===== config.mk =====
export PLATFORM = sky130hd
export DESIGN_NAME = a64_prologue_scanner
export DESIGN_NICKNAME = d
export VERILOG_FILES = /design/src/design/a64ps_pkg.sv /design/src/design/a64_prologue_scanner.sv /design/src/design/a64ps_decode.sv /design/src/design/a64ps_frame.sv
export SDC_FILE = /design/constraint.sdc
export NUM_CORES = 1
export LEC_CHECK = 0
export BUFFER_PORTS_ARGS = -buffer_cell sky130_fd_sc_hd__buf_2
export CAP_MARGIN = 20
export CELL_PAD_IN_SITES_DETAIL_PLACEMENT = 1
export CELL_PAD_IN_SITES_GLOBAL_PLACEMENT = 2
export CORE_MARGIN = 2
export CORE_UTILIZATION = 36
export CTS_CLUSTER_SIZE = 12
export DETAILED_ROUTE_END_ITERATION = 8
export GPL_TIMING_DRIVEN = 0
export PLACE_DENSITY = 0.89
export REMOVE_ABC_BUFFERS = 1
export SLEW_MARGIN = 25
export SYNTH_ARGS = -nofsm -noshare
export SYNTH_HDL_FRONTEND = slang
export SYNTH_HIERARCHICAL = 1
export SYNTH_SLANG_ARGS = --single-unit
export TNS_END_PERCENT = 30

===== constraint.sdc =====
create_clock -name clk -period 6.1 [get_ports clk]
set_clock_uncertainty 0.05 [all_clocks]
set_input_delay 0.915 -clock clk [delete_from_list [all_inputs] [get_ports clk]]
set_output_delay 0.915 -clock clk [all_outputs]
set_load 0.005 [all_outputs]

===== src/design/a64ps_pkg.sv =====
// Shared types and decode constants for the A64 prologue scanner.
`default_nettype none

package a64ps_pkg;

    localparam int unsigned WORD_W  = 32;
    localparam int unsigned REG_W   = 5;
    localparam int unsigned CNT_W   = 5;
    localparam int unsigned PAIR_W  = 7;
    localparam int unsigned HALF_W  = 40;
    localparam int unsigned FRAME_W = 18;
    localparam int unsigned SLOTS   = 16;
    localparam int unsigned OUT_W   = 120;

    localparam logic [31:0] STP_MASK    = 32'hffc0_0000;
    localparam logic [31:0] STP_OFFSET  = 32'ha900_0000;
    localparam logic [31:0] STP_PREIDX  = 32'ha980_0000;
    localparam logic [31:0] SUB_MASK    = 32'hff80_0000;
    localparam logic [31:0] SUB_IMM     = 32'hd100_0000;
    localparam logic [31:0] SUB_ALT     = 32'hd380_0000;
    localparam logic [31:0] PAC_HINT_A  = 32'hd503_233f;
    localparam logic [31:0] PAC_HINT_B  = 32'hd503_235f;
    localparam logic [31:0] BIMM_MASK   = 32'hfc00_0000;
    localparam logic [31:0] B_CODE      = 32'h1400_0000;
    localparam logic [31:0] BL_CODE     = 32'h9400_0000;
    localparam logic [31:0] BREG_MASK   = 32'hffff_fc1f;
    localparam logic [31:0] BR_CODE     = 32'hd61f_0000;
    localparam logic [31:0] RET_CODE    = 32'hd65f_0000;

    localparam logic [REG_W-1:0]  REG_SP  = 5'd31;
    localparam logic [REG_W-1:0]  REG_FP  = 5'd29;
    localparam logic [REG_W-1:0]  REG_LR  = 5'd30;
    localparam logic [PAIR_W-1:0] PAIR_MAX = 7'd127;

    // Fields pulled out of one instruction word
    typedef struct packed {
        logic               is_pair;
        logic [REG_W-1:0]   rt;
        logic [REG_W-1:0]   rt2;
        logic               is_frame_sub;
        logic [FRAME_W-1:0] frame_bytes;
        logic               is_pac;
        logic               is_branch;
    } decode_t;

    // Frame summary for one sequence
    typedef struct packed {
        logic               fp_saved;
        logic               lr_saved;
        logic               pac_seen;
        logic [PAIR_W-1:0]  pair_total;
        logic [CNT_W-1:0]   list_count;
        logic [HALF_W-1:0]  list_low;
        logic [HALF_W-1:0]  list_high;
        logic [FRAME_W-1:0] frame_bytes;
    } summary_t;

endpackage

`default_nettype wire


===== src/design/a64_prologue_scanner.sv =====
// A64 prologue scanner: takes instruction words on s_*, gives one frame summary per
// sequence on m_*.
//
// Input channel s_*: one 32-bit instruction word per item in s_tdata, s_tlast set on
// the final word of a function's sequence. Words after a branch, return or the scan
// limit are taken and ignored until the tlast item.
// Output channel m_*: one summary item per sequence, sent for the tlast input item.
// Timing: a word is held in the input register and decoded into the running state
// when it is consumed; the summary is registered in the result register as the tlast
// item is consumed, and m_tvalid is driven from that register.
// Throughput: one word per cycle; the decode and state update is a single registered
// pass, so a word can be taken every clock unless a tlast word waits for room.
// Stall: while m_tready is low and a summary waits, words that are not tlast keep
// flowing; a second tlast item holds in the input register, and s_tready drops only
// then.
// Reset: clears the scan flags and counters and both valid flags; the first item after
// reset starts a new sequence.
`default_nettype none

module a64_prologue_scanner #(
    parameter int unsigned MAX_SCAN_WORDS = 32,
    parameter int unsigned LIST_DEPTH     = 16
) (
    input  wire logic         clk,
    input  wire logic         rst_n,
    input  wire logic         s_tvalid,
    output logic              s_tready,
    input  wire logic [31:0]  s_tdata,   // [31:0] insn_word
    input  wire logic         s_tlast,   // last_in_sequence
    output logic              m_tvalid,
    input  wire logic         m_tready,
    output logic [119:0]      m_tdata    // [0] frame_pointer_saved, [1] link_saved,
                                         // [2] pac_seen, [9:3] pair_reg_total,
                                         // [14:10] list_count, [54:15] list_low_half,
                                         // [94:55] list_high_half,
                                         // [112:95] stack_frame_bytes, [119:113] zero
);

    logic                   in_valid_reg;
    logic [31:0]            in_word_reg;
    logic                   in_last_reg;
    logic                   out_valid_reg, out_valid_next;
    logic [119:0]           out_data_reg;
    logic                   out_free;
    logic                   consume;
    a64ps_pkg::decode_t     dec;
    a64ps_pkg::summary_t    summary;

    assign out_free = !out_valid_reg || m_tready;
    // A tlast word needs room in the result register; other words always proceed
    assign consume  = in_valid_reg && (!in_last_reg || out_free);
    assign s_tready = !in_valid_reg || consume;

    a64ps_decode u_decode (
        .word (in_word_reg),
        .dec  (dec)
    );

    a64ps_frame #(
        .MAX_SCAN_WORDS (MAX_SCAN_WORDS),
        .LIST_DEPTH     (LIST_DEPTH)
    ) u_frame (
        .clk     (clk),
        .rst_n   (rst_n),
        .step    (consume),
        .last    (in_last_reg),
        .dec     (dec),
        .summary (summary)
    );

    always_comb
    begin
        out_valid_next = out_valid_reg;
        if (consume && in_last_reg)
        begin
            out_valid_next = 1'b1;
        end
        else if (m_tready)
        begin
            out_valid_next = 1'b0;
        end
    end

    always_ff @(posedge clk or negedge rst_n)
    begin
        if (!rst_n)
        begin
            in_valid_reg  <= 1'b0;
            out_valid_reg <= 1'b0;
        end
        else
        begin
            if (s_tready)
            begin
                in_valid_reg <= s_tvalid;
            end
            out_valid_reg <= out_valid_next;
        end
    end

    always_ff @(posedge clk)
    begin
        if (s_tready && s_tvalid)
        begin
            in_word_reg <= s_tdata;
            in_last_reg <= s_tlast;
        end
        if (consume && in_last_reg)
        begin
            out_data_reg <= {7'd0,
                             summary.frame_bytes,
                             summary.list_high,
                             summary.list_low,
                             summary.list_count,
                             summary.pair_total,
                             summary.pac_seen,
                             summary.lr_saved,
                             summary.fp_saved};
        end
    end

    assign m_tvalid = out_valid_reg;
    assign m_tdata  = out_data_reg;

endmodule

`default_nettype wire


===== src/design/a64ps_decode.sv =====
// Instruction word decoder: store-pair, frame subtract, pac hint and branch classes.
`default_nettype none

module a64ps_decode (
    input  wire logic [31:0]      word,
    output a64ps_pkg::decode_t    dec
);

    logic [31:0] top10;
    logic [31:0] top9;
    logic [17:0] imm_ext;
    logic [1:0]  sh;

    assign top10   = word & a64ps_pkg::STP_MASK;
    assign top9    = word & a64ps_pkg::SUB_MASK;
    assign imm_ext = {6'd0, word[21:10]};
    assign sh      = word[23:22];

    always_comb
    begin
        dec.is_pair = (top10 == a64ps_pkg::STP_OFFSET) || (top10 == a64ps_pkg::STP_PREIDX);
        dec.rt      = word[4:0];
        dec.rt2     = word[14:10];
        dec.is_frame_sub = ((top9 == a64ps_pkg::SUB_IMM) || (top9 == a64ps_pkg::SUB_ALT))
                           && (word[4:0] == a64ps_pkg::REG_SP);
        // imm12 scaled by 1, 4, 16 or 64
        case (sh)
            2'd0:    dec.frame_bytes = imm_ext;
            2'd1:    dec.frame_bytes = imm_ext << 2;
            2'd2:    dec.frame_bytes = imm_ext << 4;
            default: dec.frame_bytes = imm_ext << 6;
        endcase
        dec.is_pac = (word == a64ps_pkg::PAC_HINT_A) || (word == a64ps_pkg::PAC_HINT_B);
        dec.is_branch = ((word & a64ps_pkg::BIMM_MASK) == a64ps_pkg::B_CODE)
                     || ((word & a64ps_pkg::BIMM_MASK) == a64ps_pkg::BL_CODE)
                     || ((word & a64ps_pkg::BREG_MASK) == a64ps_pkg::BR_CODE)
                     || ((word & a64ps_pkg::BREG_MASK) == a64ps_pkg::RET_CODE);
    end

endmodule

`default_nettype wire


===== src/design/a64ps_frame.sv =====
// Running frame state: flags, pair count, save list, frame size and scan limit.
`default_nettype none

module a64ps_frame #(
    parameter int unsigned MAX_SCAN_WORDS = 32,
    parameter int unsigned LIST_DEPTH     = 16
) (
    input  wire logic                clk,
    input  wire logic                rst_n,
    input  wire logic                step,
    input  wire logic                last,
    input  a64ps_pkg::decode_t       dec,
    output a64ps_pkg::summary_t      summary
);

    localparam int unsigned IDX_W = $clog2(MAX_SCAN_WORDS + 1);

    logic                                fp_reg, fp_next;
    logic                                lr_reg, lr_next;
    logic                                pac_reg, pac_next;
    logic [a64ps_pkg::PAIR_W-1:0]        pair_reg, pair_next;
    logic [a64ps_pkg::CNT_W-1:0]         count_reg, count_next;
    logic [a64ps_pkg::FRAME_W-1:0]       frame_reg, frame_next;
    logic [IDX_W-1:0]                    index_reg, index_next;
    logic                                stopped_reg, stopped_next;
    logic [a64ps_pkg::REG_W-1:0]         list_reg  [LIST_DEPTH];
    logic [a64ps_pkg::REG_W-1:0]         list_next [LIST_DEPTH];
    logic [a64ps_pkg::REG_W-1:0]         slot      [a64ps_pkg::SLOTS];

    logic                                active;
    logic                                pair_hit;
    logic                                push1;
    logic                                push2;
    logic [a64ps_pkg::CNT_W-1:0]         count_p1;
    logic [a64ps_pkg::PAIR_W:0]          pair_sum;

    assign active   = !stopped_reg && (index_reg < IDX_W'(MAX_SCAN_WORDS));
    assign pair_hit = active && dec.is_pair;
    assign count_p1 = count_reg + a64ps_pkg::CNT_W'(1);
    assign push1    = pair_hit && (count_reg < a64ps_pkg::CNT_W'(LIST_DEPTH));
    assign push2    = push1 && (dec.rt != dec.rt2)
                      && (count_p1 < a64ps_pkg::CNT_W'(LIST_DEPTH));
    assign pair_sum = {1'b0, pair_reg} + (a64ps_pkg::PAIR_W + 1)'(2);

    always_comb
    begin
        fp_next      = fp_reg;
        lr_next      = lr_reg;
        pac_next     = pac_reg;
        pair_next    = pair_reg;
        frame_next   = frame_reg;
        index_next   = index_reg;
        stopped_next = stopped_reg;
        count_next   = count_reg + a64ps_pkg::CNT_W'(push1) + a64ps_pkg::CNT_W'(push2);
        if (pair_hit)
        begin
            if (dec.rt == a64ps_pkg::REG_FP || dec.rt == a64ps_pkg::REG_LR)
            begin
                fp_next = 1'b1;
            end
            if (dec.rt == a64ps_pkg::REG_LR || dec.rt2 == a64ps_pkg::REG_LR)
            begin
                lr_next = 1'b1;
            end
            pair_next = (pair_sum > {1'b0, a64ps_pkg::PAIR_MAX}) ? a64ps_pkg::PAIR_MAX
                                                                  : pair_sum[a64ps_pkg::PAIR_W-1:0];
        end
        if (active)
        begin
            if (dec.is_frame_sub)
            begin
                frame_next = dec.frame_bytes;
            end
            if (dec.is_pac)
            begin
                pac_next = 1'b1;
            end
            if (dec.is_branch)
            begin
                stopped_next = 1'b1;
            end
            index_next = index_reg + IDX_W'(1);
        end
    end

    always_comb
    begin
        for (int k = 0; k < LIST_DEPTH; k++)
        begin
            list_next[k] = list_reg[k];
            if (push1 && count_reg == a64ps_pkg::CNT_W'(k))
            begin
                list_next[k] = dec.rt;
            end
            if (push2 && count_p1 == a64ps_pkg::CNT_W'(k))
            begin
                list_next[k] = dec.rt2;
            end
        end
    end

    // Slots past the fill count or the list depth read as zero
    for (genvar g = 0; g < a64ps_pkg::SLOTS; g++)
    begin : g_slot
        if (g < LIST_DEPTH)
        begin : g_live
            assign slot[g] = (a64ps_pkg::CNT_W'(g) < count_next) ? list_next[g]
                                                                 : '0;
        end
        else
        begin : g_none
            assign slot[g] = '0;
        end
    end

    always_comb
    begin
        summary.fp_saved    = fp_next;
        summary.lr_saved    = lr_next;
        summary.pac_seen    = pac_next;
        summary.pair_total  = pair_next;
        summary.list_count  = count_next;
        summary.frame_bytes = frame_next;
        summary.list_low    = '0;
        summary.list_high   = '0;
        for (int k = 0; k < 8; k++)
        begin
            summary.list_low[5*k +: 5]  = slot[k];
            summary.list_high[5*k +: 5] = slot[k+8];
        end
    end

    always_ff @(posedge clk or negedge rst_n)
    begin
        if (!rst_n)
        begin
            fp_reg      <= 1'b0;
            lr_reg      <= 1'b0;
            pac_reg     <= 1'b0;
            pair_reg    <= '0;
            count_reg   <= '0;
            frame_reg   <= '0;
            index_reg   <= '0;
            stopped_reg <= 1'b0;
        end
        else if (step)
        begin
            if (last)
            begin
                fp_reg      <= 1'b0;
                lr_reg      <= 1'b0;
                pac_reg     <= 1'b0;
                pair_reg    <= '0;
                count_reg   <= '0;
                frame_reg   <= '0;
                index_reg   <= '0;
                stopped_reg <= 1'b0;
            end
            else
            begin
                fp_reg      <= fp_next;
                lr_reg      <= lr_next;
                pac_reg     <= pac_next;
                pair_reg    <= pair_next;
                count_reg   <= count_next;
                frame_reg   <= frame_next;
                index_reg   <= index_next;
                stopped_reg <= stopped_next;
            end
        end
    end

    // List contents are payload; the fill count says which entries hold data
    always_ff @(posedge clk)
    begin
        if (step)
        begin
            for (int k = 0; k < LIST_DEPTH; k++)
            begin
                list_reg[k] <= list_next[k];
            end
        end
    end

endmodule

`default_nettype wire


==> impl_metrics.toml <==
[outcome]
run_status = "finished, final reports clean"

[synth]
ys_types = 75
ys_ff_latch = 268
synth.yosys.seq_area_share = 0.597
synthArstFlopShare = 0.157
netlist_instances = 1100
syn_area_um2 = 13100
synth_ff_type = "edfxtp_1"
avgSynthCellArea_um2 = 11.9
synth_edf_count = 226
synth.yosys.warnings = 6

[floorplanning]
num_io_pins = 159
die-area_um2 = 38000
num_rows = 69
die_x_um = 195
start_util = 0.367
die_y_um = 195
core_um2 = 35700

[final_layout]
syn_to_final_growth_pct = 19.0
finalNonFillerCells = 1703
nets = 1260
multi_input_area_um2 = 4870
largest_register_ffs = 113
ff_latch_area_um2 = 7840
drive_gt1_frac = 0.229
n_antenna_cell = 0
nFillCells = 3828

[placement]
place.gp.congestion = 0.845
numPortBuffers = 151
dpl.hpwl_mm = 25.8
placed_cells = 1642

[clocking]
tritoncts = "yes"
clockBufferDepth = 3
htree_levels = 1
cts.sinks = 268
path_clk_slew_ns = 0.06
numCtsBuffers = 30
root_buffer = "clkbuf_16"
clkLatencyLatePin_ns = 0.57

[sta]
hold_violations = 0
final-setup-viol-count = 0
finalCritPeriodShare = 0.919
drv_slew = 0
worst_slew_pin_slew_ns = 1.08
min_period_ns = 5.61
relSlewSlack = 0.279
timing.fmax_mhz = 178
rsz0062_at_grt = "no"

[worst_setup_path]
reg2reg_to = "m_tdata[41]$_DFFE_PP_"
critPathLaunch = "in_word_reg[22]$_DFFE_PP_"
cp_data_required_time_ns = 6.34
worstSetupEndpointType = "flop"
cp.arrival_ns = 5.85
rrSetupSlack_ns = 0.49
startpoint_type = "flop"
worstRegToRegCells = 12
r2r-start = "in_word_reg[22]$_DFFE_PP_"
crit_path_max_fanout = 18
crit_type = "flop to flop"

[route]
num_vias = 9563
routedWlPerCell_um = 22.1
drc_errors = 0
drt_pass1_iterations = 5
drt_iter0_markers = 660
ant_nets = 0
via_per_inst = 5.62
finalWirelength_mm = 37.6

[pwr]
power_frac_clock = 0.438
total_power_w = 0.00428
p_comb_frac = 0.066
p_int_w = 0.00331
power_density_nw_per_um2 = 274
p_switching_w = 0.000969
irDropWorstVdd_v = 0.000213
sw_frac_of_total = 0.227
cellLeakagePower_nw = 5.97
pwr-share-seq = 0.497

[grt]
grt_first_pass_wirelength_mm = 57.7
grt_max_degree = 43
antenna_found_initial = 0
grt_overflow_total = 0
grt_pass1_vias = 9814
track_usage = 0.194

[flow_run]
maxCapViolations = 0

[worst_hold_path]
worst_hold_path_type = "primary input to asynchronous set/reset pin"
==> layout make-up <==
cell class | instances | share of cell area
sequential | 268 | 0.502
multi-input combinational | 729 | 0.311
inverter | 12 | 0.00288
clock inverter | 11 | 0.00841
timing repair buffer | 177 | 0.0818
tap | 461 | 0.0369
clock buffer | 45 | 0.0569
==> synthesized netlist by cell type, drive strengths merged (4+ instances only) <==
cell type / instances / area share
nand4: 7 / 0.0033
a31oi: 12 / 0.0057
o211ai: 10 / 0.0057
xor2: 5 / 0.0033
o21ai: 23 / 0.0088
a31o: 4 / 0.0027
inv: 12 / 0.0034
ha: 4 / 0.0038
mux2i: 73 / 0.056
dfrtp: 42 / 0.080
and2: 19 / 0.0091
nor2b: 30 / 0.014
nor3: 14 / 0.0061
nand2b: 5 / 0.0024
and3b: 4 / 0.0027
nand2: 99 / 0.028
and3: 11 / 0.0052
o2bb2ai: 21 / 0.014
clkbuf: 59 / 0.017
buf: 38 / 0.019
mux2: 32 / 0.029
a311oi: 7 / 0.0047
xnor2: 9 / 0.0060
a21oi: 83 / 0.032
nand3: 16 / 0.0061
a22o: 4 / 0.0027
a211oi: 50 / 0.029
a21o: 4 / 0.0023
a21boi: 8 / 0.0049
o21a: 10 / 0.0057
nand3b: 4 / 0.0023
a22oi: 18 / 0.010
nor2: 90 / 0.027
edfxtp: 226 / 0.52
==> power by group through the flow <==
stage          clock [W]  combinational (W)  sequential [W]
2_1_floorplan          0           0.000116         0.00216
3_3_place_gp           0           0.000204         0.00220
3_5_place_dp           0           0.000274         0.00217
4_1_cts          0.00192           0.000275         0.00213
5_1_grt          0.00198           0.000306         0.00213
6_report         0.00187           0.000281         0.00212
==> worst max-delay path, cell delays in order, from the launching register on <==
cell and delay (ns):
edfxtp_1 0.70, nor4bb_1 0.37, nand2_1 0.08, nor4b_1 0.60
or4b_1 0.82, inv_1 0.41, and3_1 0.24, fa_1 0.23
ha_2 0.39, xnor2_1 0.14, a32oi_1 0.47, a21oi_1 0.26
a311oi_1 0.53
==> what timing repair did <==
| action | CTS | global route |
|---|---|---|
| buffers inserted | 0 | 0 |
| endpoints found under the setup margin | 9 | 16 |
| resized for setup | 2 | 4 |
| hold buffers | 0 | 0 |
==> cell families after synthesis <==
kind of cell | Yosys count | synth area share
AOI/OAI and AO/OA | 273 | 0.141
adders and majority gates | 5 | 0.00534
DFF | 268 | 0.597
muxes | 105 | 0.0845
buffers and inverters | 109 | 0.0395
and+or+nand+nor | 325 | 0.123
other | 1 | 0.000286
xor gates and xnor gates | 14 | 0.00934
==> how the worst max path moves through the flow <==
stage	to	slack (ns)	depth (start not counted)
finish	m_tdata[41]$_DFFE_PP_	0.49	12
global placement	u_frame/frame_reg[11]$_DFFE_PN0P_	-7.46	7
CTS	m_tdata[78]$_DFFE_PP_	0.03	13
detailed placement	m_tdata[86]$_DFFE_PP_	-0.09	13
floorplan	u_frame/frame_reg[0]$_DFFE_PN0P_	-2.09	6
global route	m_tdata[41]$_DFFE_PP_	0.16	12
==> metal layers <==
metal / wire [um] / global-route usage / share of wire / vias to the layer above
met4: 672 / 0.0503 / 0.018 / 0
met5: 0 / 0 / 0 / -
met1: 16600 / 0.260 / 0.44 / 4888
met3: 1970 / 0.0314 / 0.053 / 46
li1: - / - / - / 4385
met2: 18300 / 0.329 / 0.49 / 244
==> cell usage in the layout (no fill, tap or decap), types with 16 or more instances in the layout <==
| cell | synthesis | layout |
|---|---|---|
| nand3_1 | 16 | 16 |
| a21oi_1 | 83 | 83 |
| buf_2 | 7 | 152 |
| and2_1 | 18 | 17 |
| a211oi_1 | 50 | 50 |
| mux2_2 | 27 | 27 |
| nor2_1 | 88 | 86 |
| clkbuf_16 | 0 | 32 |
| o21ai_0 | 20 | 18 |
| mux2i_1 | 73 | 73 |
| nand2_1 | 99 | 98 |
| o2bb2ai_1 | 21 | 21 |
| dfrtp_1 | 42 | 42 |
| a22oi_1 | 18 | 18 |
| nor2b_1 | 30 | 30 |
| edfxtp_1 | 226 | 226 |
==> metrics by stage <==
stage               setup TNS (ns)  hold slack [ns]  setup slack (ns)  cell area (um^2)   util
detailed placement          -0.373            0.441           -0.0932             14500  0.406
CTS                              0            0.315            0.0304             15500  0.434
finish                           0            0.307             0.494             15600  0.437
global placement           -850.57            0.426             -7.46             14000  0.392
floorplan                   -99.16            0.416             -2.09             12700      -
global route                     0            0.330             0.157             15600  0.437
Note: power is estimated with default switching activity, not from simulation.
